$ cat src/hw/rtl/spmf_pkg.sv
// ----------------------------------------------------------------------------
// spmf_pkg
// Shared widths, operation and status codes, and controller/datapath
// command and status structs for the strict-priority multilevel queue.
// ----------------------------------------------------------------------------
package spmf_pkg;

    localparam int DATA_W = 32;
    localparam int OP_W   = 2;
    localparam int PRIO_W = 8;
    localparam int STAT_W = 2;

    localparam logic [OP_W-1:0] OP_ADD    = 2'd0;
    localparam logic [OP_W-1:0] OP_REMOVE = 2'd1;
    localparam logic [OP_W-1:0] OP_CLEAR  = 2'd2;
    localparam logic [OP_W-1:0] OP_NOP    = 2'd3;

    localparam logic [STAT_W-1:0] STATUS_OK      = 2'd0;
    localparam logic [STAT_W-1:0] STATUS_FULL    = 2'd1;
    localparam logic [STAT_W-1:0] STATUS_EMPTY   = 2'd2;
    localparam logic [STAT_W-1:0] STATUS_INVALID = 2'd3;

    typedef struct packed {
        logic in_ready;
        logic capture;
        logic execute;
        logic emit;
    } ctl_cmd_t;

    typedef struct packed {
        logic in_valid;
        logic out_free;
    } dp_stat_t;

endpackage

$ cat src/hw/rtl/spmf_req_if.sv
// ----------------------------------------------------------------------------
// spmf_req_if
// Request channel: operation, priority level and data word with
// valid/ready handshake.
// ----------------------------------------------------------------------------
interface spmf_req_if;
    import spmf_pkg::*;

    logic                     valid;
    logic                     ready;
    logic [OP_W-1:0]          operation;
    logic [PRIO_W-1:0]        priority_req;
    logic signed [DATA_W-1:0] data_in;

    modport source (output valid, operation, priority_req, data_in, input ready);
    modport sink   (input valid, operation, priority_req, data_in, output ready);
endinterface

$ cat src/hw/rtl/spmf_rsp_if.sv
// ----------------------------------------------------------------------------
// spmf_rsp_if
// Response channel: data word, status and all-empty flag with
// valid/ready handshake.
// ----------------------------------------------------------------------------
interface spmf_rsp_if;
    import spmf_pkg::*;

    logic                     valid;
    logic                     ready;
    logic signed [DATA_W-1:0] data_out;
    logic [STAT_W-1:0]        status;
    logic                     all_empty;

    modport source (output valid, data_out, status, all_empty, input ready);
    modport sink   (input valid, data_out, status, all_empty, output ready);
endinterface

$ cat src/hw/rtl/spmf_ctrl.sv
// ----------------------------------------------------------------------------
// spmf_ctrl
// Controller: sequences one request through capture, execute and emit,
// and issues the datapath commands for each step.
// ----------------------------------------------------------------------------
module spmf_ctrl (
    input  logic              clk,
    input  logic              rst_n,
    input  spmf_pkg::dp_stat_t stat,
    output spmf_pkg::ctl_cmd_t cmd
);
    import spmf_pkg::*;

    localparam logic [1:0] ST_IDLE = 2'd0;
    localparam logic [1:0] ST_EXEC = 2'd1;
    localparam logic [1:0] ST_EMIT = 2'd2;

    logic [1:0] state_reg;
    logic [1:0] state_next;

    always_comb
    begin
        state_next  = state_reg;
        cmd         = '0;
        unique case (state_reg)
            ST_IDLE:
            begin
                cmd.in_ready = 1'b1;
                cmd.capture  = stat.in_valid;
                if (stat.in_valid)
                begin
                    state_next = ST_EXEC;
                end
            end
            ST_EXEC:
            begin
                cmd.execute = 1'b1;
                state_next  = ST_EMIT;
            end
            ST_EMIT:
            begin
                cmd.emit = stat.out_free;
                if (stat.out_free)
                begin
                    state_next = ST_IDLE;
                end
            end
            default:
            begin
                state_next = ST_IDLE;
            end
        endcase
    end

    always_ff @(posedge clk or negedge rst_n)
    begin
        if (!rst_n)
        begin
            state_reg <= ST_IDLE;
        end
        else
        begin
            state_reg <= state_next;
        end
    end

    a_exec_to_emit: assert property (@(posedge clk) disable iff (!rst_n)
        state_reg == ST_EXEC |=> state_reg == ST_EMIT)
        else $error("execute step not followed by emit");

    a_emit_holds: assert property (@(posedge clk) disable iff (!rst_n)
        (state_reg == ST_EMIT && !stat.out_free) |=> state_reg == ST_EMIT)
        else $error("emit left while output register busy");

endmodule

$ cat src/hw/rtl/spmf_datapath.sv
// ----------------------------------------------------------------------------
// spmf_datapath
// Datapath: level table (head and count per level), word store, level
// occupancy flags, priority encoder and output register.
// ----------------------------------------------------------------------------
module spmf_datapath #(
    parameter int LEVELS = 8,
    parameter int DEPTH  = 8
) (
    input  logic               clk,
    input  logic               rst_n,
    input  spmf_pkg::ctl_cmd_t cmd,
    output spmf_pkg::dp_stat_t stat,
    spmf_req_if.sink           req,
    spmf_rsp_if.source         rsp
);
    import spmf_pkg::*;

    localparam int LVL_W  = (LEVELS > 1) ? $clog2(LEVELS) : 1;
    localparam int SLOT_W = $clog2(DEPTH);
    localparam int CNT_W  = $clog2(DEPTH + 1);
    localparam int WORDS  = LEVELS * DEPTH;
    localparam int ADDR_W = $clog2(WORDS);

    localparam logic [CNT_W-1:0]  CNT_FULL  = CNT_W'(DEPTH);
    localparam logic [CNT_W-1:0]  CNT_ONE   = CNT_W'(1);
    localparam logic [SLOT_W-1:0] SLOT_LAST = SLOT_W'(DEPTH - 1);
    localparam logic [SLOT_W:0]   SUM_DEPTH = (SLOT_W + 1)'(DEPTH);
    localparam logic [PRIO_W-1:0] PRIO_MAX  = PRIO_W'(LEVELS);
    localparam logic [ADDR_W-1:0] ROW_SIZE  = ADDR_W'(DEPTH);

    logic [SLOT_W-1:0]        head_mem [LEVELS];
    logic [CNT_W-1:0]         cnt_mem  [LEVELS];
    logic signed [DATA_W-1:0] word_mem [WORDS];

    logic [LEVELS-1:0]        lvl_valid_reg;
    logic [LEVELS-1:0]        nonempty_reg;
    logic                     out_valid_reg;

    logic [OP_W-1:0]          op_reg;
    logic signed [DATA_W-1:0] data_reg;
    logic                     prio_ok_reg;
    logic                     any_reg;
    logic [LVL_W-1:0]         lvl_reg;
    logic                     ent_valid_reg;
    logic [SLOT_W-1:0]        head_rd_reg;
    logic [CNT_W-1:0]         cnt_rd_reg;
    logic signed [DATA_W-1:0] res_data_reg;
    logic [STAT_W-1:0]        res_status_reg;
    logic                     from_mem_reg;
    logic signed [DATA_W-1:0] word_rd_reg;
    logic signed [DATA_W-1:0] out_data_reg;
    logic [STAT_W-1:0]        out_status_reg;
    logic                     out_all_empty_reg;

    logic                     prio_ok;
    logic [LVL_W-1:0]         add_lvl;
    logic [LVL_W-1:0]         enc_lvl;
    logic [LVL_W-1:0]         sel_lvl;
    logic [SLOT_W-1:0]        cur_head;
    logic [CNT_W-1:0]         cur_cnt;
    logic [SLOT_W:0]          tail_sum;
    logic [SLOT_W-1:0]        tail_slot;
    logic [SLOT_W-1:0]        next_head;
    logic [ADDR_W-1:0]        lvl_base;
    logic [ADDR_W-1:0]        wr_addr;
    logic [ADDR_W-1:0]        rd_addr;
    logic                     do_add;
    logic                     do_rem;
    logic                     do_clr;
    logic signed [DATA_W-1:0] res_data_next;
    logic [STAT_W-1:0]        res_status_next;

    assign req.ready     = cmd.in_ready;
    assign stat.in_valid = req.valid;
    assign stat.out_free = !out_valid_reg || rsp.ready;

    assign prio_ok = (req.priority_req != '0) && (req.priority_req <= PRIO_MAX);
    assign add_lvl = prio_ok ? LVL_W'(req.priority_req - PRIO_W'(1)) : '0;

    always_comb
    begin
        enc_lvl = '0;
        for (int i = LEVELS - 1; i >= 0; i--)
        begin
            if (nonempty_reg[i])
            begin
                enc_lvl = LVL_W'(i);
            end
        end
    end

    assign sel_lvl = (req.operation == OP_REMOVE) ? enc_lvl : add_lvl;

    assign cur_head  = ent_valid_reg ? head_rd_reg : '0;
    assign cur_cnt   = ent_valid_reg ? cnt_rd_reg : '0;
    assign tail_sum  = {1'b0, cur_head} + (SLOT_W + 1)'(cur_cnt);
    assign tail_slot = (tail_sum >= SUM_DEPTH) ? SLOT_W'(tail_sum - SUM_DEPTH)
                                               : SLOT_W'(tail_sum);
    assign next_head = (cur_head == SLOT_LAST) ? '0 : SLOT_W'(cur_head + 1'b1);
    assign lvl_base  = ADDR_W'(ADDR_W'(lvl_reg) * ROW_SIZE);
    assign wr_addr   = ADDR_W'(lvl_base + ADDR_W'(tail_slot));
    assign rd_addr   = ADDR_W'(lvl_base + ADDR_W'(cur_head));

    assign do_add = cmd.execute && (op_reg == OP_ADD) && prio_ok_reg
                    && (cur_cnt != CNT_FULL);
    assign do_rem = cmd.execute && (op_reg == OP_REMOVE) && any_reg;
    assign do_clr = cmd.execute && (op_reg == OP_CLEAR);

    always_comb
    begin
        res_data_next   = '0;
        res_status_next = STATUS_OK;
        case (op_reg)
            OP_ADD:
            begin
                if (!prio_ok_reg)
                begin
                    res_status_next = STATUS_INVALID;
                end
                else if (cur_cnt == CNT_FULL)
                begin
                    res_status_next = STATUS_FULL;
                end
                else
                begin
                    res_data_next = data_reg;
                end
            end
            OP_REMOVE:
            begin
                if (!any_reg)
                begin
                    res_status_next = STATUS_EMPTY;
                end
            end
            default:
            begin
                res_status_next = STATUS_OK;
            end
        endcase
    end

    always_ff @(posedge clk or negedge rst_n)
    begin
        if (!rst_n)
        begin
            lvl_valid_reg <= '0;
            nonempty_reg  <= '0;
            out_valid_reg <= 1'b0;
        end
        else
        begin
            if (do_clr)
            begin
                lvl_valid_reg <= '0;
                nonempty_reg  <= '0;
            end
            else if (do_add)
            begin
                lvl_valid_reg[lvl_reg] <= 1'b1;
                nonempty_reg[lvl_reg]  <= 1'b1;
            end
            else if (do_rem && (cur_cnt == CNT_ONE))
            begin
                nonempty_reg[lvl_reg] <= 1'b0;
            end
            if (cmd.emit)
            begin
                out_valid_reg <= 1'b1;
            end
            else if (rsp.ready)
            begin
                out_valid_reg <= 1'b0;
            end
        end
    end

    always_ff @(posedge clk)
    begin
        if (cmd.capture)
        begin
            op_reg        <= req.operation;
            data_reg      <= req.data_in;
            prio_ok_reg   <= prio_ok;
            any_reg       <= |nonempty_reg;
            lvl_reg       <= sel_lvl;
            ent_valid_reg <= lvl_valid_reg[sel_lvl];
        end
        if (cmd.execute)
        begin
            res_data_reg   <= res_data_next;
            res_status_reg <= res_status_next;
            from_mem_reg   <= do_rem;
        end
        if (cmd.emit)
        begin
            out_data_reg      <= from_mem_reg ? word_rd_reg : res_data_reg;
            out_status_reg    <= res_status_reg;
            out_all_empty_reg <= ~|nonempty_reg;
        end
    end

    always_ff @(posedge clk)
    begin
        if (cmd.capture)
        begin
            head_rd_reg <= head_mem[sel_lvl];
            cnt_rd_reg  <= cnt_mem[sel_lvl];
        end
        if (do_add)
        begin
            head_mem[lvl_reg] <= cur_head;
            cnt_mem[lvl_reg]  <= CNT_W'(cur_cnt + 1'b1);
        end
        else if (do_rem)
        begin
            head_mem[lvl_reg] <= next_head;
            cnt_mem[lvl_reg]  <= CNT_W'(cur_cnt - 1'b1);
        end
    end

    always_ff @(posedge clk)
    begin
        if (do_add)
        begin
            word_mem[wr_addr] <= data_reg;
        end
        if (do_rem)
        begin
            word_rd_reg <= word_mem[rd_addr];
        end
    end

    assign rsp.valid     = out_valid_reg;
    assign rsp.data_out  = out_data_reg;
    assign rsp.status    = out_status_reg;
    assign rsp.all_empty = out_all_empty_reg;

    a_occupied_is_written: assert property (@(posedge clk) disable iff (!rst_n)
        (nonempty_reg & ~lvl_valid_reg) == '0)
        else $error("occupied level without a written table entry");

    a_remove_hits_occupied: assert property (@(posedge clk) disable iff (!rst_n)
        do_rem |-> nonempty_reg[lvl_reg] && cur_cnt != '0)
        else $error("remove selected an empty level");

    a_empty_status_flag: assert property (@(posedge clk) disable iff (!rst_n)
        (cmd.emit && res_status_reg == STATUS_EMPTY) |=> rsp.all_empty)
        else $error("empty status reported with occupied levels");

endmodule

$ cat src/hw/rtl/strict_priority_multi_fifo.sv
// ----------------------------------------------------------------------------
// strict_priority_multi_fifo
// Strict-priority multilevel queue: one ring FIFO of DEPTH words per level.
// ----------------------------------------------------------------------------
// One request at a time: a request is taken in the idle state, the level
// table (head and count) is read into a register, the execute step updates
// the ring and reads or writes the word store, and the emit step loads the
// output register once the output register is free (it waits otherwise); the
// controller then returns to idle to take the next request. The steps are set
// by the registered read of the level table followed by the registered
// read of the word store. A remove serves the lowest-numbered non-empty level
// through a priority encoder over the level occupancy flags. The word store
// needs no initialization pass; level state is cleared at reset at once.
// The output register lets a new request be taken while a response waits.
module strict_priority_multi_fifo #(
    parameter int LEVELS = 8,
    parameter int DEPTH  = 8
) (
    input  logic       clk,
    input  logic       rst_n,
    spmf_req_if.sink   req,
    spmf_rsp_if.source rsp
);
    import spmf_pkg::*;

    ctl_cmd_t cmd;
    dp_stat_t stat;

    spmf_ctrl u_ctrl (
        .clk   (clk),
        .rst_n (rst_n),
        .stat  (stat),
        .cmd   (cmd)
    );

    spmf_datapath #(
        .LEVELS (LEVELS),
        .DEPTH  (DEPTH)
    ) u_datapath (
        .clk   (clk),
        .rst_n (rst_n),
        .cmd   (cmd),
        .stat  (stat),
        .req   (req),
        .rsp   (rsp)
    );

endmodule

$ cat src/flat_wrapper.sv
// flat-port wrapper written by rule: the top's interface ports become plain ports
module strict_priority_multi_fifo_flat import spmf_pkg::*;
#(
    parameter int LEVELS = 8,
    parameter int DEPTH  = 8
)
  (clk, rst_n, req_valid, req_operation, req_priority_req, req_data_in, req_ready, rsp_valid, rsp_data_out, rsp_status, rsp_all_empty, rsp_ready);
  spmf_req_if req_i ();
  spmf_rsp_if rsp_i ();
  input  logic clk;
  input  logic rst_n;
  input wire logic [$bits(req_i.valid)-1:0] req_valid;
  input wire logic [$bits(req_i.operation)-1:0] req_operation;
  input wire logic [$bits(req_i.priority_req)-1:0] req_priority_req;
  input wire logic [$bits(req_i.data_in)-1:0] req_data_in;
  output wire logic [$bits(req_i.ready)-1:0] req_ready;
  output wire logic [$bits(rsp_i.valid)-1:0] rsp_valid;
  output wire logic [$bits(rsp_i.data_out)-1:0] rsp_data_out;
  output wire logic [$bits(rsp_i.status)-1:0] rsp_status;
  output wire logic [$bits(rsp_i.all_empty)-1:0] rsp_all_empty;
  input wire logic [$bits(rsp_i.ready)-1:0] rsp_ready;
  assign req_i.valid = req_valid;
  assign req_i.operation = req_operation;
  assign req_i.priority_req = req_priority_req;
  assign req_i.data_in = req_data_in;
  assign req_ready = req_i.ready;
  assign rsp_valid = rsp_i.valid;
  assign rsp_data_out = rsp_i.data_out;
  assign rsp_status = rsp_i.status;
  assign rsp_all_empty = rsp_i.all_empty;
  assign rsp_i.ready = rsp_ready;
  strict_priority_multi_fifo #(.LEVELS(LEVELS), .DEPTH(DEPTH)) u_core (.clk(clk), .rst_n(rst_n), .req(req_i), .rsp(rsp_i));
endmodule
$ cat config.mk
export PLATFORM = sky130hd
export DESIGN_NAME = strict_priority_multi_fifo_flat
export DESIGN_NICKNAME = d
export VERILOG_FILES = /design/src/hw/rtl/spmf_pkg.sv /design/src/hw/rtl/spmf_req_if.sv /design/src/hw/rtl/spmf_rsp_if.sv /design/src/hw/rtl/spmf_ctrl.sv /design/src/hw/rtl/spmf_datapath.sv /design/src/hw/rtl/strict_priority_multi_fifo.sv /design/src/flat_wrapper.sv
export SDC_FILE = /design/constraint.sdc
export NUM_CORES = 2
export LEC_CHECK = 0
export BUFFER_PORTS_ARGS = -buffer_cell sky130_fd_sc_hd__clkbuf_2
export CORE_MARGIN = 5
export CORE_UTILIZATION = 40
export CTS_BUF_LIST = sky130_fd_sc_hd__clkbuf_16
export DETAILED_ROUTE_END_ITERATION = 8
export MAX_ROUTING_LAYER = met4
export PLACE_DENSITY = 0.52
export SYNTH_ARGS = -nofsm -noshare
export SYNTH_HDL_FRONTEND = slang
export SYNTH_SLANG_ARGS = --single-unit
$ cat constraint.sdc
create_clock -name clk -period 13.4 [get_ports clk]
set_clock_uncertainty 0.05 [all_clocks]
set_input_delay 2.68 -clock clk [delete_from_list [all_inputs] [get_ports clk]]
set_output_delay 2.68 -clock clk [all_outputs]
set_load 0.01 [all_outputs]
==> flow_summary.yaml <==
final_layout:
  top_register: "u_core.u_datapath.word_mem"
  final_cell_area_um2: 101000
  largest_register_ffs: 2048
  final_util_pct: 45.4
  fillers: 19201
  layout.nets: 5450
  final_cell_mix: "edfxtp_1 (2253), nand2_1 (773), mux2i_1 (537), mux2_2 (293), a32oi_1 (251)"
  layout_commonest_cell: "edfxtp_1"
  drive_above_1_share_pct: 17.0
  synthToLayoutAreaGrowth_pct: 13.2
global_route:
  grt_pass1_wl_um: 369000
  track_usage_pct: 22.9
  grt_max_degree: 116
  first_global_vias: 48298
  grt-ovfl-total: 0
  antenna_found_initial: 23
drt:
  dr.pass1.iters: 6
  final_antenna_net_count: 0
  vias: 49400
  wire_per_inst_um: 30.6
  drcViolationCount: 0
  drt_iter0_markers: 5366
  routed_wl_um: 262000
  viasPerCell: 5.76
clock_tree:
  htreeDepth: 4
  post_cts_buffers: 0
  clock_path_buffers: 3
  cts-root-buf: "clkbuf_16"
  cts_resized: 0
  clkSinkCount: 2272
  cts_tree: "done"
  clk_pin_slew_worst_paths_ns: 0.06
  numCtsBuffers: 233
  insertion_delay_ns: 0.87
  cts_hold_buffers: 0
job:
  max-cap-violations: 0
power_and_ir_drop:
  power.share.clock_pct: 36.0
  ir_drop_v: 0.000151
  switchingPower_mw: 4.71
  p_leak_nw: 33.0
  power_frac_seq_pct: 48.3
  sw_frac_of_total_pct: 27.8
  p_int_mw: 12.2
  power.total_mw: 16.9
  power.density_nw_per_um2: 168
  p_comb_share_pct: 15.6
timing:
  fmax_mhz: 181
  setup_violations: 0
  finalHoldViolCount: 0
  tns_ns: 0
  tightestPinTransition_ns: 1.29
  rsz0062_at_grt: "no"
  maxSlewViolCount: 0
  maxSlewHeadroom_pct: 13.8
  final.period_utilization_pct: 41.3
  finalCriticalPeriod_ns: 5.53
status:
  status: "completed"
critical_path:
  cp.required_ns: 13.89
  rr_worst_depth: 10
  crit_chain: "buf_4 > buf_4 > nand2_1 > ha_1 > nand2_1 > nor3_1 > nor4_2 > nand3_1 > nor2_4 > buf_4"
  cp_max_fo: 47
  r2r_slack_ns: 7.87
  critical_path.max_stage_delay_ns: 1.00
  worstSetupPathType: "flop to flop"
  crit_slowest_cell: "nor2_4"
  path_common_cell: "buf_4"
  arrival_ns: 6.02
  startpoint_type: "flop"
  worst_setup_path_end_kind: "flop"
yosys:
  synth_ff_type: "edfxtp_1"
  synth_nets: 5318
  synth_cells: 5265
  synth_area_leader_cell: "edfxtp_1"
  ys_types: 52
  yosysSeqAreaShare_pct: 76.7
  synth_top_cell_area_share_pct: 76.2
  ys_top_cells_by_area: "edfxtp_1 (76%), mux2i_1 (6.1%), mux2_2 (3.7%), nand2_1 (3.3%), a32oi_1 (2.5%)"
  async_reset_ff_share_pct: 0.836
  ys_ff_latch: 2272
  yosysWarnings: 0
  synth_edf_count: 2253
  synth.avg_cell_area_um2: 16.9
  syn_area_um2: 88800
placement:
  io_buffer_count: 82
  place_congestion: 0.801
  place_area_um2: 93400
  hpwl_um: 141000
floorplanning:
  num_io_pins: 83
  rows: 173
  start_util_pct: 40.1
  die_area_um2: 232000
  fp.dieW_um: 481
  fp.coreArea_um2: 222000
  chipHeight_um: 481
hold_path:
  hold-path-cell-count: 0
  hold_class: "flop to flop"
-- path summary, 6_finish.rpt --
check	start	endpoint
setup / recovery	u_core.u_datapath.ent_valid_reg$_DFFE_PP_	u_core.u_datapath.word_mem[26][12]$_DFFE_PP_
hold / removal	u_core.u_datapath.res_status_reg[0]$_DFFE_PN_	u_core.u_datapath.rsp.status[0]$_DFFE_PP_
setup reg to reg	u_core.u_datapath.ent_valid_reg$_DFFE_PP_	u_core.u_datapath.word_mem[26][12]$_DFFE_PP_
hold reg to reg	u_core.u_datapath.res_status_reg[0]$_DFFE_PN_	u_core.u_datapath.rsp.status[0]$_DFFE_PP_
max in group asynchronous	rst_n	u_core.u_datapath.nonempty_reg[0]$_DFFE_PN0P_
min in group asynchronous	rst_n	u_core.u_datapath.nonempty_reg[6]$_DFFE_PN0P_
-- worst max-delay path, delay by kind of cell, from the launching register on --
kind / cells / cell delay [ns]
buf+inv: 3 / 1.60
simple gates: 6 / 2.91
flops: 1 / 0.33
fa+ha+maj: 1 / 0.26
-- routing by layer --
layer | global-route usage, % | share of wire, %
met1 | 31.7 | 44
met2 | 35.9 | 47
met4 | 5.11 | 2.1
met3 | 3.71 | 6.6
met5 | - | 0
-- layout make-up --
type / instances / area, um^2 / share of cell area (%)
inverter: 22 / 82.6 / 0.0821
antenna: 6 / 15.0 / 0.0149
tap: 2975 / 3720 / 3.70
sequential: 2272 / 68100 / 67.8
multi-input combinational: 2615 / 19700 / 19.6
clock buffer: 235 / 5880 / 5.85
clock inverter: 199 / 1270 / 1.26
timing repair buffer: 253 / 1760 / 1.75
-- cell families after synthesis --
group                    count (synthesis)  synth area share, %
multiplexers                           830                 9.77
adder cells (fa/ha/maj)                  7                0.107
AND/OR/NAND/NOR                       1014                 4.59
AO/OA/AOI/OAI                          756                 6.97
buffers and inverters                  378                 1.79
XOR/XNOR                                 8               0.0789
flip-flops                            2272                 76.7
-- cells in the mapped netlist, types with 37 or more instances --
cell	number
edfxtp_1	2253
nand2_1	775
mux2i_1	537
mux2_2	293
a32oi_1	251
clkbuf_1	216
o22ai_1	192
a221o_1	128
o221ai_1	127
nor2_1	118
buf_2	99
nand3_1	39
buf_1	37
-- through the flow --
step | hold WS (ns) | instances | worst slack [ns]
CTS | 0.377 | 8571 | 7.94
floorplan | 0.350 | 5265 | 8.52
finish | 0.380 | 8577 | 7.87
global placement | 0.362 | 8137 | 8.07
detailed placement | 0.366 | 8137 | 7.97
global route | 0.398 | 8577 | 7.69
-- power groups by stage --
stage | registers, mW | logic [mW] | clock network, mW
after floorplan | 8.41 | 1.40 | 0
after global placement | 8.32 | 2.63 | 0
after detailed placement | 8.32 | 2.64 | 0
after CTS | 8.17 | 2.65 | 6.21
after global routing | 8.18 | 2.78 | 6.51
final | 8.17 | 2.65 | 6.09
Power figures use the tool's default switching activity.
